File: config.mk
export PLATFORM = sky130hd
export DESIGN_NAME = button_gain_stepper_spi_pga
export DESIGN_NICKNAME = d
export VERILOG_FILES = /design/src/rtl/bgs_pkg.sv /design/src/rtl/button_gain_stepper_spi_pga.sv
export SDC_FILE = /design/constraint.sdc
export NUM_CORES = 1
export LEC_CHECK = 0
export ABC_CLOCK_PERIOD_IN_PS = 2400
export BUFFER_PORTS_ARGS = -buffer_cell sky130_fd_sc_hd__buf_2
export CORE_UTILIZATION = 35
export CTS_BUF_LIST = sky130_fd_sc_hd__clkbuf_8
export DETAILED_ROUTE_END_ITERATION = 10
export GPL_ROUTABILITY_DRIVEN = 1
export GPL_TIMING_DRIVEN = 0
export HOLD_SLACK_MARGIN = 0.15
export PLACE_DENSITY = 0.65
export SETUP_SLACK_MARGIN = 0.1
export SLEW_MARGIN = 20
export SYNTH_ARGS = -nofsm -noshare
export SYNTH_HDL_FRONTEND = slang
export SYNTH_SLANG_ARGS = --single-unit
File: constraint.sdc
create_clock -name clk -period 2.4 [get_ports clk]
set_input_delay 0.24 -clock clk [delete_from_list [all_inputs] [get_ports clk]]
set_output_delay 0.24 -clock clk [all_outputs]
set_load 0.02 [all_outputs]
File: src/rtl/bgs_pkg.sv
`timescale 1ns / 1ps

package bgs_pkg;

  localparam int GAIN_STEPS = 8;
  localparam int GAIN_W     = 3;
  localparam int FRAME_BITS = 16;
  localparam int CNT_W      = 4;
  localparam int CMD_W      = 8;
  localparam int LOCK_W     = 16;
  localparam int PIN_COUNT  = 4;

  localparam logic [CMD_W-1:0] CMD_WRITE = 8'h40;

  typedef enum logic {
    KIND_SAMPLE  = 1'b0,
    KIND_REFRESH = 1'b1
  } kind_t;

  typedef struct packed {
    kind_t kind;
    logic  button_level;
  } in_t;

  typedef struct packed {
    logic                 mosi_bit;
    logic                 frame_last;
    logic [GAIN_W-1:0]    gain_code_out;
    logic [PIN_COUNT-1:0] led_enable;
    logic [PIN_COUNT-1:0] led_level;
  } out_t;

  // Charlieplex pin pairs, one per gain code.
  localparam logic [1:0] LED_LOW_PIN  [GAIN_STEPS] = '{2'd1, 2'd2, 2'd0, 2'd0,
                                                      2'd1, 2'd2, 2'd3, 2'd1};
  localparam logic [1:0] LED_HIGH_PIN [GAIN_STEPS] = '{2'd2, 2'd1, 2'd1, 2'd2,
                                                      2'd0, 2'd0, 2'd1, 2'd3};

endpackage

File: src/rtl/button_gain_stepper_spi_pga.sv
`timescale 1ns / 1ps

// Button-driven gain stepper with a serial write frame and charlieplex LED drive.
//
// Input channel (in_valid/in_ready/in_data): one button sample or refresh per transfer.
// A falling button edge outside the lockout window steps the gain code (wrapping to 0)
// and queues a 16-bit frame: command byte 0x40 then the gain code, MSB first.
// A refresh queues the same frame for the current gain and changes nothing.
// Output channel (out_valid/out_ready/out_data): one frame bit per transfer, frame_last
// on the sixteenth bit, plus the gain code and LED pin enables/levels on every bit.
// Config channel (cfg_valid/cfg_data): lockout length in samples; always ready.
//
// A frame item is held in the input register, then loads the serializer.
// Throughput: items that make no frame are taken one per cycle while no frame item waits
// in the input register. A frame holds the serializer for its sixteen bits, one bit a
// cycle when out_ready stays high; a second frame item waits in the input register.
// Receiver stall: the current bit holds until out_ready; the input register fills
// and in_ready drops once a frame item cannot enter the serializer.
// Reset: gain code 0, button released, lockout cleared, no frame in flight.
module button_gain_stepper_spi_pga import bgs_pkg::*; (
  input  logic              clk,
  input  logic              rst,
  input  logic              in_valid,
  output logic              in_ready,
  input  in_t               in_data,
  output logic              out_valid,
  input  logic              out_ready,
  output out_t              out_data,
  input  logic              cfg_valid,
  output logic              cfg_ready,
  input  logic [LOCK_W-1:0] cfg_data
);

  // Input register
  logic              s1_valid;
  in_t               s1_item;

  // Block state
  logic              prev_level;
  logic [GAIN_W-1:0] gain_index;
  logic [LOCK_W-1:0] lockout_left;
  logic [LOCK_W-1:0] lockout_ticks;

  // Serializer
  logic              busy;
  logic [CNT_W-1:0]  bit_cnt;
  logic [GAIN_W-1:0] frame_gain;

  logic              is_refresh;
  logic              locked;
  logic              press;
  logic              s1_frame;
  logic [GAIN_W-1:0] gain_next;
  logic [GAIN_W-1:0] gain_sel;
  logic              ser_done;
  logic              ser_free;
  logic              s1_adv;
  logic [FRAME_BITS-1:0] frame_word;

  // Decode the held item against the current state.
  assign is_refresh = (s1_item.kind == KIND_REFRESH);
  assign locked     = (lockout_left != '0);
  assign press      = !is_refresh && !locked && prev_level && !s1_item.button_level;
  assign s1_frame   = is_refresh || press;
  assign gain_next  = (gain_index >= GAIN_W'(GAIN_STEPS - 1)) ? '0 : gain_index + 1'b1;
  assign gain_sel   = press ? gain_next : gain_index;

  // The serializer can take a new frame when idle or on its final bit transfer.
  assign ser_done = busy && out_ready && (bit_cnt == CNT_W'(FRAME_BITS - 1));
  assign ser_free = !busy || ser_done;
  assign s1_adv   = s1_valid && (!s1_frame || ser_free);
  assign in_ready = !s1_valid || s1_adv;

  assign cfg_ready = 1'b1;

  always_ff @(posedge clk) begin
    if (rst) begin
      lockout_ticks <= '0;
    end else if (cfg_valid && cfg_ready) begin
      lockout_ticks <= cfg_data;
    end
  end

  // Input register: refill on every transfer, drain when the item retires.
  always_ff @(posedge clk) begin
    if (rst) begin
      s1_valid <= 1'b0;
    end else if (in_valid && in_ready) begin
      s1_valid <= 1'b1;
    end else if (s1_adv) begin
      s1_valid <= 1'b0;
    end
  end

  always_ff @(posedge clk) begin
    if (in_valid && in_ready) begin
      s1_item <= in_data;
    end
  end

  // Update gain, edge tracking and lockout as the item retires; refresh leaves all alone.
  always_ff @(posedge clk) begin
    if (rst) begin
      prev_level   <= 1'b1;
      gain_index   <= '0;
      lockout_left <= '0;
    end else if (s1_adv && !is_refresh) begin
      if (locked) begin
        lockout_left <= lockout_left - 1'b1;
      end else if (press) begin
        gain_index   <= gain_next;
        prev_level   <= 1'b0;
        lockout_left <= lockout_ticks;
      end else begin
        prev_level <= s1_item.button_level;
      end
    end
  end

  // Serializer: load a frame, then advance one bit per output transfer.
  always_ff @(posedge clk) begin
    if (rst) begin
      busy    <= 1'b0;
      bit_cnt <= '0;
    end else if (s1_adv && s1_frame) begin
      busy    <= 1'b1;
      bit_cnt <= '0;
    end else if (ser_done) begin
      busy <= 1'b0;
    end else if (busy && out_ready) begin
      bit_cnt <= bit_cnt + 1'b1;
    end
  end

  always_ff @(posedge clk) begin
    if (s1_adv && s1_frame) begin
      frame_gain <= gain_sel;
    end
  end

  // Frame layout: command byte, zero pad, gain code in the low bits.
  assign frame_word = {CMD_WRITE, {(FRAME_BITS - CMD_W - GAIN_W){1'b0}}, frame_gain};

  assign out_valid              = busy;
  assign out_data.mosi_bit      = frame_word[CNT_W'(FRAME_BITS - 1) - bit_cnt];
  assign out_data.frame_last    = (bit_cnt == CNT_W'(FRAME_BITS - 1));
  assign out_data.gain_code_out = frame_gain;
  assign out_data.led_enable    = (PIN_COUNT'(1) << LED_LOW_PIN[frame_gain]) |
                                  (PIN_COUNT'(1) << LED_HIGH_PIN[frame_gain]);
  assign out_data.led_level     = PIN_COUNT'(1) << LED_HIGH_PIN[frame_gain];

endmodule

After elaboration in Yosys (flattened, before gate mapping)
Memories as Yosys holds them, arrays and structs flattened. Cells that the tools add are included.

Input port bits: 23. Memories kept: 2. Memory bits (read-only): 32. Output and inout bits: 16. Bits in registers: 47.

Memory list: (name not given) (depth 8, bits a word 2, read ports 1, clocked after memory_dff 0, write ports 0, RTL line button_gain_stepper_spi_pga.sv:150) `assign out_data.led_level = PIN_COUNT'(1) << LED_HIGH_PIN[frame_gain];`; (name not given) (depth 8, bits a word 2, read ports 1, clocked after memory_dff 0, write ports 0, RTL line button_gain_stepper_spi_pga.sv:148) `assign out_data.led_enable = (PIN_COUNT'(1) << LED_LOW_PIN[frame_gain]) |`.

Eq/ne operators: 1. Multiplexer cells: 15. Reductions and logical operators: 27. Shift operators: 2. Bitwise logic cells: 4. Add/subtract/negate cells: 4. Order comparisons: 3.

Operator list (count): two-way mux 16 bit (2); nonzero test 16 bit (1); subtractor 16 x 1 -> 16 bit, second input constant (1); logical AND 1 bit (9); two-way mux 2 bit (4); << shifter 1 x 2 -> 4 bit, first input constant (2); logical NOT 1 bit (6); two-way mux 1 bit (6); two-way mux 3 bit (2); AND reduction 2 bit (3); nonzero test 2 bit (3); less-than comparator 4 x 5 -> 1 bit, second input constant (1); adder 4 x 1 -> 4 bit, second input constant (1); binary-select mux 1 bit (select 4 bit) (1); == test 4 bit, second input constant (1); greater-or-equal comparator 4 bit, second input constant (1); logical OR 1 bit (4); inverter 3 -> 4 bit (1); bitwise OR 4 bit (1); subtractor 4 bit, first input constant (1); adder 3 x 1 -> 3 bit, second input constant (1); greater-or-equal comparator 3 bit, second input constant (1); inverter 1 bit (2); OR reduction 2 bit (1).

Logic depth before layout (Yosys ltp)
Gate-level depths: netlist of run 1.

Depth after elaboration: 12. Depth in mapped cells: 9. Gate-level depth less buffers: 7.

Worst setup path after synthesis of run 1
Ideal clock, no wire load.

Kind: register to register. From: register lockout_left[12]. To: register s1_item, in the netlist is_refresh, enable pin. Period minus slack after synthesis: 2148 ps. Arrival time: 1900 ps. Stages on the path, launching flop included: 7. Setup slack: 252 ps. Buffers on the path: 1. Cells stage by stage: dfxtp_1 > nor4_1 > nand4_1 > clkbuf_1 > o21bai_1 > nand4_1 > and2_1.

Word-level cells in the longest chain between the ends: 11.

RTL lines: start: declaration (RTL line button_gain_stepper_spi_pga.sv:41) `logic [LOCK_W-1:0] lockout_left;`; start signal: assignment (RTL line button_gain_stepper_spi_pga.sv:109) `lockout_left <= lockout_left - 1'b1;`; start signal: assignment (RTL line button_gain_stepper_spi_pga.sv:113) `lockout_left <= lockout_ticks;`; nonzero test 16 bit (RTL line button_gain_stepper_spi_pga.sv:62) `assign locked = (lockout_left != '0);`; logical NOT 1 bit (RTL line button_gain_stepper_spi_pga.sv:63) `assign press = !is_refresh && !locked && prev_level && !s1_item.button_level;`; logical AND 1 bit (3 in series) (RTL line button_gain_stepper_spi_pga.sv:63); logical OR 1 bit (RTL line button_gain_stepper_spi_pga.sv:64) `assign s1_frame = is_refresh || press;`; logical NOT 1 bit (RTL line button_gain_stepper_spi_pga.sv:71) `assign s1_adv = s1_valid && (!s1_frame || ser_free);`; logical OR 1 bit (RTL line button_gain_stepper_spi_pga.sv:71); logical AND 1 bit (RTL line button_gain_stepper_spi_pga.sv:71); logical OR 1 bit (RTL line button_gain_stepper_spi_pga.sv:72) `assign in_ready = !s1_valid || s1_adv;`; named net in_ready (RTL line button_gain_stepper_spi_pga.sv:24) `output logic in_ready,`; logical AND 1 bit (RTL line button_gain_stepper_spi_pga.sv:96) `if (in_valid && in_ready) begin`; end signal: assignment (RTL line button_gain_stepper_spi_pga.sv:97) `s1_item <= in_data;`; end: declaration (RTL line button_gain_stepper_spi_pga.sv:36) `in_t s1_item;`.

The timed path passes the listed nets, and every way through them passes these cells. A chain may end at the register's enable or synchronous reset.

Worst setup path in the final report of run 1
From: register lockout_left[7]. To: output in_ready.

Word-level cells in the longest chain between the ends: 10.

RTL lines (RTL line): nonzero test 16 bit (button_gain_stepper_spi_pga.sv:62); logical NOT 1 bit (button_gain_stepper_spi_pga.sv:63); logical AND 1 bit (3 in series) (button_gain_stepper_spi_pga.sv:63); logical OR 1 bit (button_gain_stepper_spi_pga.sv:64); logical NOT 1 bit (button_gain_stepper_spi_pga.sv:71); logical OR 1 bit (button_gain_stepper_spi_pga.sv:71); logical AND 1 bit (button_gain_stepper_spi_pga.sv:71); logical OR 1 bit (button_gain_stepper_spi_pga.sv:72); end: declaration (button_gain_stepper_spi_pga.sv:24).

No other way between the ends.

==> impl_metrics.json, run 1 <==
{
  "status": "finished, final reports clean",
  "viasPerCell": 5.27,
  "worst_path_most_repeated_cell": "nand4_1",
  "critPathTopFamily": "simple AND/OR/NAND/NOR gates",
  "maxCapViolations": 0,
  "drive_above_1_share_pct": 23.8,
  "synthToLayoutAreaGrowth_pct": 24.0,
  "cpMaxStageDelayCell": "nor4_4",
  "layout.cells.non_filler": 461,
  "clk_pin_slew_ns": 0.09,
  "r2r_start": "lockout_left[3]",
  "coreArea_mm2": 0.00725,
  "fin_crit_ns": 2.22,
  "synth_simple_gate_area_share_pct": 24.0,
  "r2r_setup_slack_ns": 0.21,
  "worst_pin_slew_ns": 0.683,
  "yosys.area_share.adder_pct": 4.78,
  "cp-end-kind": "output port",
  "drv_slew": 0,
  "ys_types": 57,
  "drcViolationCount": 0,
  "cts.sinks": 47,
  "synth_mux_area_share_pct": 7.37,
  "synth_seq_cells": 47,
  "rr_worst_depth": 7,
  "grt_max_degree": 16,
  "clockBufferDepth": 2,
  "wl_mm": 6.18,
  "dp_hpwl_mm": 4.41,
  "routedWlPerCell_um": 13.4,
  "die_w_um": 88.4,
  "first_pass_iters": 4,
  "setup_viol": 0,
  "synth_ff_type": "dfxtp_1",
  "critical_path_required_ns": 2.16,
  "grtUsageTotal_pct": 16.6,
  "diodes": 0,
  "fin_ws_ns": 0.179,
  "cts_tree": "yes",
  "synth_compound_area_share_pct": 20.3,
  "synth_top_family_by_area": "simple AND/OR/NAND/NOR gates",
  "hp-class": "input port to register",
  "syn_inst": 305,
  "crit_fanout": 5,
  "seqCellArea_um2": 996,
  "overflow": 0,
  "vias": 2430,
  "reg2reg_to": "gain_index[1]",
  "synth-xor-area-share_pct": 0.670,
  "slowest_delay_ns": 0.42,
  "drt_iter0_drc": 128,
  "ioPinCount": 39,
  "tns_ns": 0,
  "max-slew-margin-rel_pct": 54.4,
  "clkLatencyLatePin_ns": 0.31,
  "syn-num-nets": 338,
  "die_area_mm2": 0.00782,
  "fin_skew_ns": 0.00524,
  "yosysSeqAreaShare_pct": 37.9,
  "crit_chain": "nor4_4 > nand4_1 > buf_8 > o21bai_4 > nand4_1 > buf_4",
  "rsz0062_at_grt": "yes",
  "fin_nets": 394,
  "place_inst": 440,
  "port_buffers": 36,
  "antenna_found_initial": 0,
  "clockRootBuffer": "clkbuf_8",
  "synth_edf_count": 5,
  "hold_viol": 0,
  "cts-htree-levels": 2,
  "ys_warn_count": 0,
  "multi_input_area_mm2": 0.00156,
  "syn_area_mm2": 0.00262,
  "post-route-period-util_pct": 92.5,
  "grt_pass1_vias": 2123,
  "crit_arrival_ns": 1.98,
  "path_class": "register to output port",
  "numCtsBuffers": 5,
  "timing.hold.ws_ns": 0.164,
  "crit_buf_inv": 2,
  "max_freq_mhz": 450,
  "dp_slack_ns": -0.0845,
  "ant_nets": 0,
  "synth_area_per_cell_um2": 8.57,
  "grt_pass1_wl_mm": 10.1,
  "async_reset_ff_share_pct": 0,
  "fp-row-count": 31,
  "fillers": 726,
  "die_h_um": 88.4,
  "hold_start": "in_valid",
  "whs_endpoint": "s1_valid",
  "start_util_pct": 36.1,
  "hold_depth": 3,
  "startpoint_type": "register",
  "place_congestion": 0.828
}
[how the worst max path moves through the flow]
stage | startpoint | to | slack (ns) | cells past startpoint
global placement | bit_cnt[0] | lockout_left[2] | -0.01 | 6
detailed placement | bit_cnt[0] | lockout_left[2] | -0.08 | 6
global route | lockout_left[7] | in_ready | 0.03 | 6
finish | lockout_left[7] | in_ready | 0.18 | 6
CTS | lockout_left[3] | in_ready | 0.10 | 6
floorplan | lockout_left[12] | is_refresh | 0.25 | 6
[worst min-delay path: stages]
cell and delay [ns]:
buf_2 0.10, inv_1 0.04, a21oi_1 0.05
[layout make-up]
type / count / share of cell area [%]
well taps: 99 / 3.82
flip-flops and latches: 47 / 30.7
repair buffers: 49 / 8.80
clock buffers: 5 / 2.12
clock inverters: 3 / 2.08
multi-input cells: 233 / 48.2
inverters: 8 / 0.926
plain buffers: 17 / 3.32
[cell usage after synthesis (4+ instances only)]
library cell / count / share of area, %
nand2_1: 22 / 3.2
a21oi_1: 25 / 4.8
o21ai_0: 18 / 3.4
ha_1: 10 / 4.8
nor2_1: 37 / 5.3
o31ai_1: 5 / 1.4
or2_2: 4 / 0.96
or4_1: 6 / 1.7
nand4_1: 5 / 1.2
clkbuf_1: 12 / 1.7
dfxtp_1: 42 / 32
inv_1: 8 / 1.1
mux2i_1: 17 / 6.5
nor3_1: 10 / 1.9
edfxtp_1: 5 / 5.7
and3_1: 4 / 0.96
a31oi_1: 5 / 1.2
and2_1: 5 / 1.2
nand3_1: 6 / 1.1
[cell families (layout without fill, tap and decap cells)]
group,count (synthesis),in the layout
flops,47,47
fa+ha+maj,10,10
mux,19,19
xor+xnor,2,2
buf+inv,25,82
compound gates,84,84
simple gates,117,117
other cells,1,1
[layer usage]
| metal | GRT usage [%] | routed length, µm |
|---|---|---|
| met4 | 4.99 | 65 |
| met3 | 3.64 | 255 |
| met2 | 27.1 | 2940 |
| met5 | 0 | 0 |
| met1 | 22.0 | 2910 |
[through the flow]
stage,utilization (%),instance area [µm²]
after detailed placement,40.2,2920
after CTS,42.9,3110
final,44.7,3240
after global routing,44.7,3240
after global placement,40.2,2920
after floorplan,-,2620
[registers in the layout, summed over array words and instances, names as in the netlist]
| signal | cells |
|---|---|
| bit_cnt | 4 |
| frame_gain | 3 |
| is_refresh | 1 |
| lockout_ticks | 16 |
| lockout_left | 16 |
| gain_index | 3 |
| out_valid | 1 |
| s1_valid | 1 |
| prev_level | 1 |
| s1_item | 1 |
[what timing repair did]
item                                    4_1_cts  5_1_grt
gates resized for setup                       8       14
setup buffers                                 0       11
pin swaps                                     2        3
hold buffers                                  2        0
endpoints found under the setup margin       23       18
hold endpoints to repair                      2        0
[cells in the final DEF, fill, tap and decap left out, types with 6 or more instances in the layout]
master / netlist / layout
a21oi_1: 25 / 24
buf_2: 1 / 36
buf_4: 1 / 13
clkbuf_1: 12 / 11
clkbuf_8: 2 / 7
dfxtp_1: 42 / 40
ha_1: 10 / 9
inv_1: 8 / 7
mux2i_1: 17 / 17
nand2_1: 22 / 22
nand3_1: 6 / 6
nor2_1: 37 / 37
nor3_1: 10 / 10
o21ai_0: 18 / 18
or4_1: 6 / 6
Power of run 1 is not shown: default switching activity piles up to over one toggle a cycle in this logic, so the estimate is an artifact.
==> run 2, diff against run 1 <==
Settings changed: RECOVER_POWER from default to 25, TNS_END_PERCENT from default to 100.
==> run 2 against run 1 <==
Maximum frequency fell by 0.32%; global-route usage stayed put; sequential share of layout area up 0.18 points; design area down 0.58%; non-clock buffer count is the same; wire length about the same; cell count stayed put; via count rose by 0.33%; die area stayed put; core utilization shrank 0.26 points; worst hold slack better by 0.0011 ns; count of clock-buffer cells in the layout unchanged; critical endpoint unchanged; largest cell class unchanged.
==> impl_metrics.json, run 2 (synthesis gave the netlist of run 1 again) <==
{
  "status": "finished, final reports clean",
  "crit_arrival_ns": 1.99,
  "maxCapViolations": 0,
  "die_h_um": 88.4,
  "place_area_mm2": 0.00292,
  "grt_max_degree": 16,
  "start_util_pct": 36.1,
  "dp_hpwl_mm": 4.41,
  "port_buffers": 36,
  "layout.cells.non_filler": 461,
  "ant_nets": 0,
  "crit_fanout": 5,
  "rsz0062_at_grt": "yes",
  "drcViolationCount": 0,
  "first_pass_iters": 4,
  "die_w_um": 88.4,
  "place_congestion": 0.828,
  "hp-class": "input port to register",
  "final_common_cell": "dfxtp_1",
  "clockBufferDepth": 2,
  "place_inst": 440,
  "fp-row-count": 31,
  "drv_slew": 0,
  "overflow": 0,
  "coreArea_mm2": 0.00725,
  "hold_depth": 3,
  "die_area_mm2": 0.00782,
  "grtUsageTotal_pct": 16.6,
  "antenna_found_initial": 0,
  "drt_iter0_drc": 128,
  "fillers": 730,
  "path_class": "register to output port",
  "wl_mm": 6.18,
  "numCtsBuffers": 5,
  "cp-end-kind": "output port",
  "final_area_mm2": 0.00322,
  "dp_slack_ns": -0.0845,
  "clockRootBuffer": "clkbuf_8",
  "top_regs": "lockout_left x16, lockout_ticks x16, bit_cnt x4",
  "viasPerCell": 5.29,
  "fin_ws_ns": 0.172,
  "max-slew-margin-rel_pct": 54.4,
  "post-route-period-util_pct": 92.8,
  "critical_path_required_ns": 2.16,
  "hold_viol": 0,
  "fin_crit_ns": 2.23,
  "synthToLayoutAreaGrowth_pct": 23.3,
  "vias": 2438,
  "routedWlPerCell_um": 13.4,
  "timing.hold.ws_ns": 0.165,
  "fin_skew_ns": 0.00539,
  "fin_nets": 394,
  "clk_pin_slew_ns": 0.09,
  "cts-htree-levels": 2,
  "cts.sinks": 47,
  "cts_tree": "yes",
  "final_cell_mix": "40 x dfxtp_1, 37 x nor2_1, 32 x buf_2",
  "clkLatencyLatePin_ns": 0.30,
  "grt_pass1_wl_mm": 10.1,
  "ioPinCount": 39,
  "worst_pin_slew_ns": 0.683,
  "startpoint_type": "register",
  "max_freq_mhz": 449,
  "setup_viol": 0,
  "rr_worst_depth": 7,
  "grt_pass1_vias": 2123,
  "drive_above_1_share_pct": 22.1,
  "diodes": 0,
  "r2r_setup_slack_ns": 0.21
}
==> run 2: what timing repair did <==
action,CTS,global route
hold endpoints to repair,2,0
buffers inserted,0,11
hold buffers,2,0
endpoints found under the setup margin,23,18
pin swaps,2,3
resized for setup,8,14
==> run 2: path summary, 6_finish.rpt <==
| kind | endpoint | start |
|---|---|---|
| max reg2reg | gain_index[1] | lockout_left[3] |
| min | s1_valid | in_valid |
| max | in_ready | lockout_left[7] |
| min reg2reg | lockout_left[1] | lockout_left[1] |
==> run 2: cell type report <==
cell class / count / area, µm² / area share [%]
tap: 99 / 124 / 3.84
inverter: 8 / 30.0 / 0.931
sequential: 47 / 996 / 30.9
clock buffer: 5 / 68.8 / 2.13
buffer: 17 / 97.6 / 3.03
timing repair buffer: 49 / 277 / 8.58
multi-input combinational: 233 / 1560 / 48.5
clock inverter: 3 / 67.6 / 2.10
==> run 2: stage by stage <==
stage / setup TNS, ns / util (%)
CTS: 0 / 42.9
floorplan: 0 / -
detailed placement: -0.335 / 40.2
finish: 0 / 44.5
global route: 0 / 44.5
global placement: -0.0119 / 40.2
==> run 2: worst max-delay path: stages (launching register included) <==
cell	delay (ns)
dfxtp_4	0.37
nor4_4	0.42
nand4_1	0.22
buf_8	0.19
o21bai_4	0.12
nand4_1	0.16
buf_4	0.21
==> run 2: per-layer routing <==
layer | share of wire (%) | global-route usage (%) | vias up
met5 | 0 | 0 | -
met3 | 3.6 | 3.64 | 5
li1 | - | - | 1234
met2 | 48 | 27.1 | 41
met4 | 1.1 | 4.99 | 0
met1 | 47 | 22.0 | 1158
Power of run 2 is left out for the same reason.
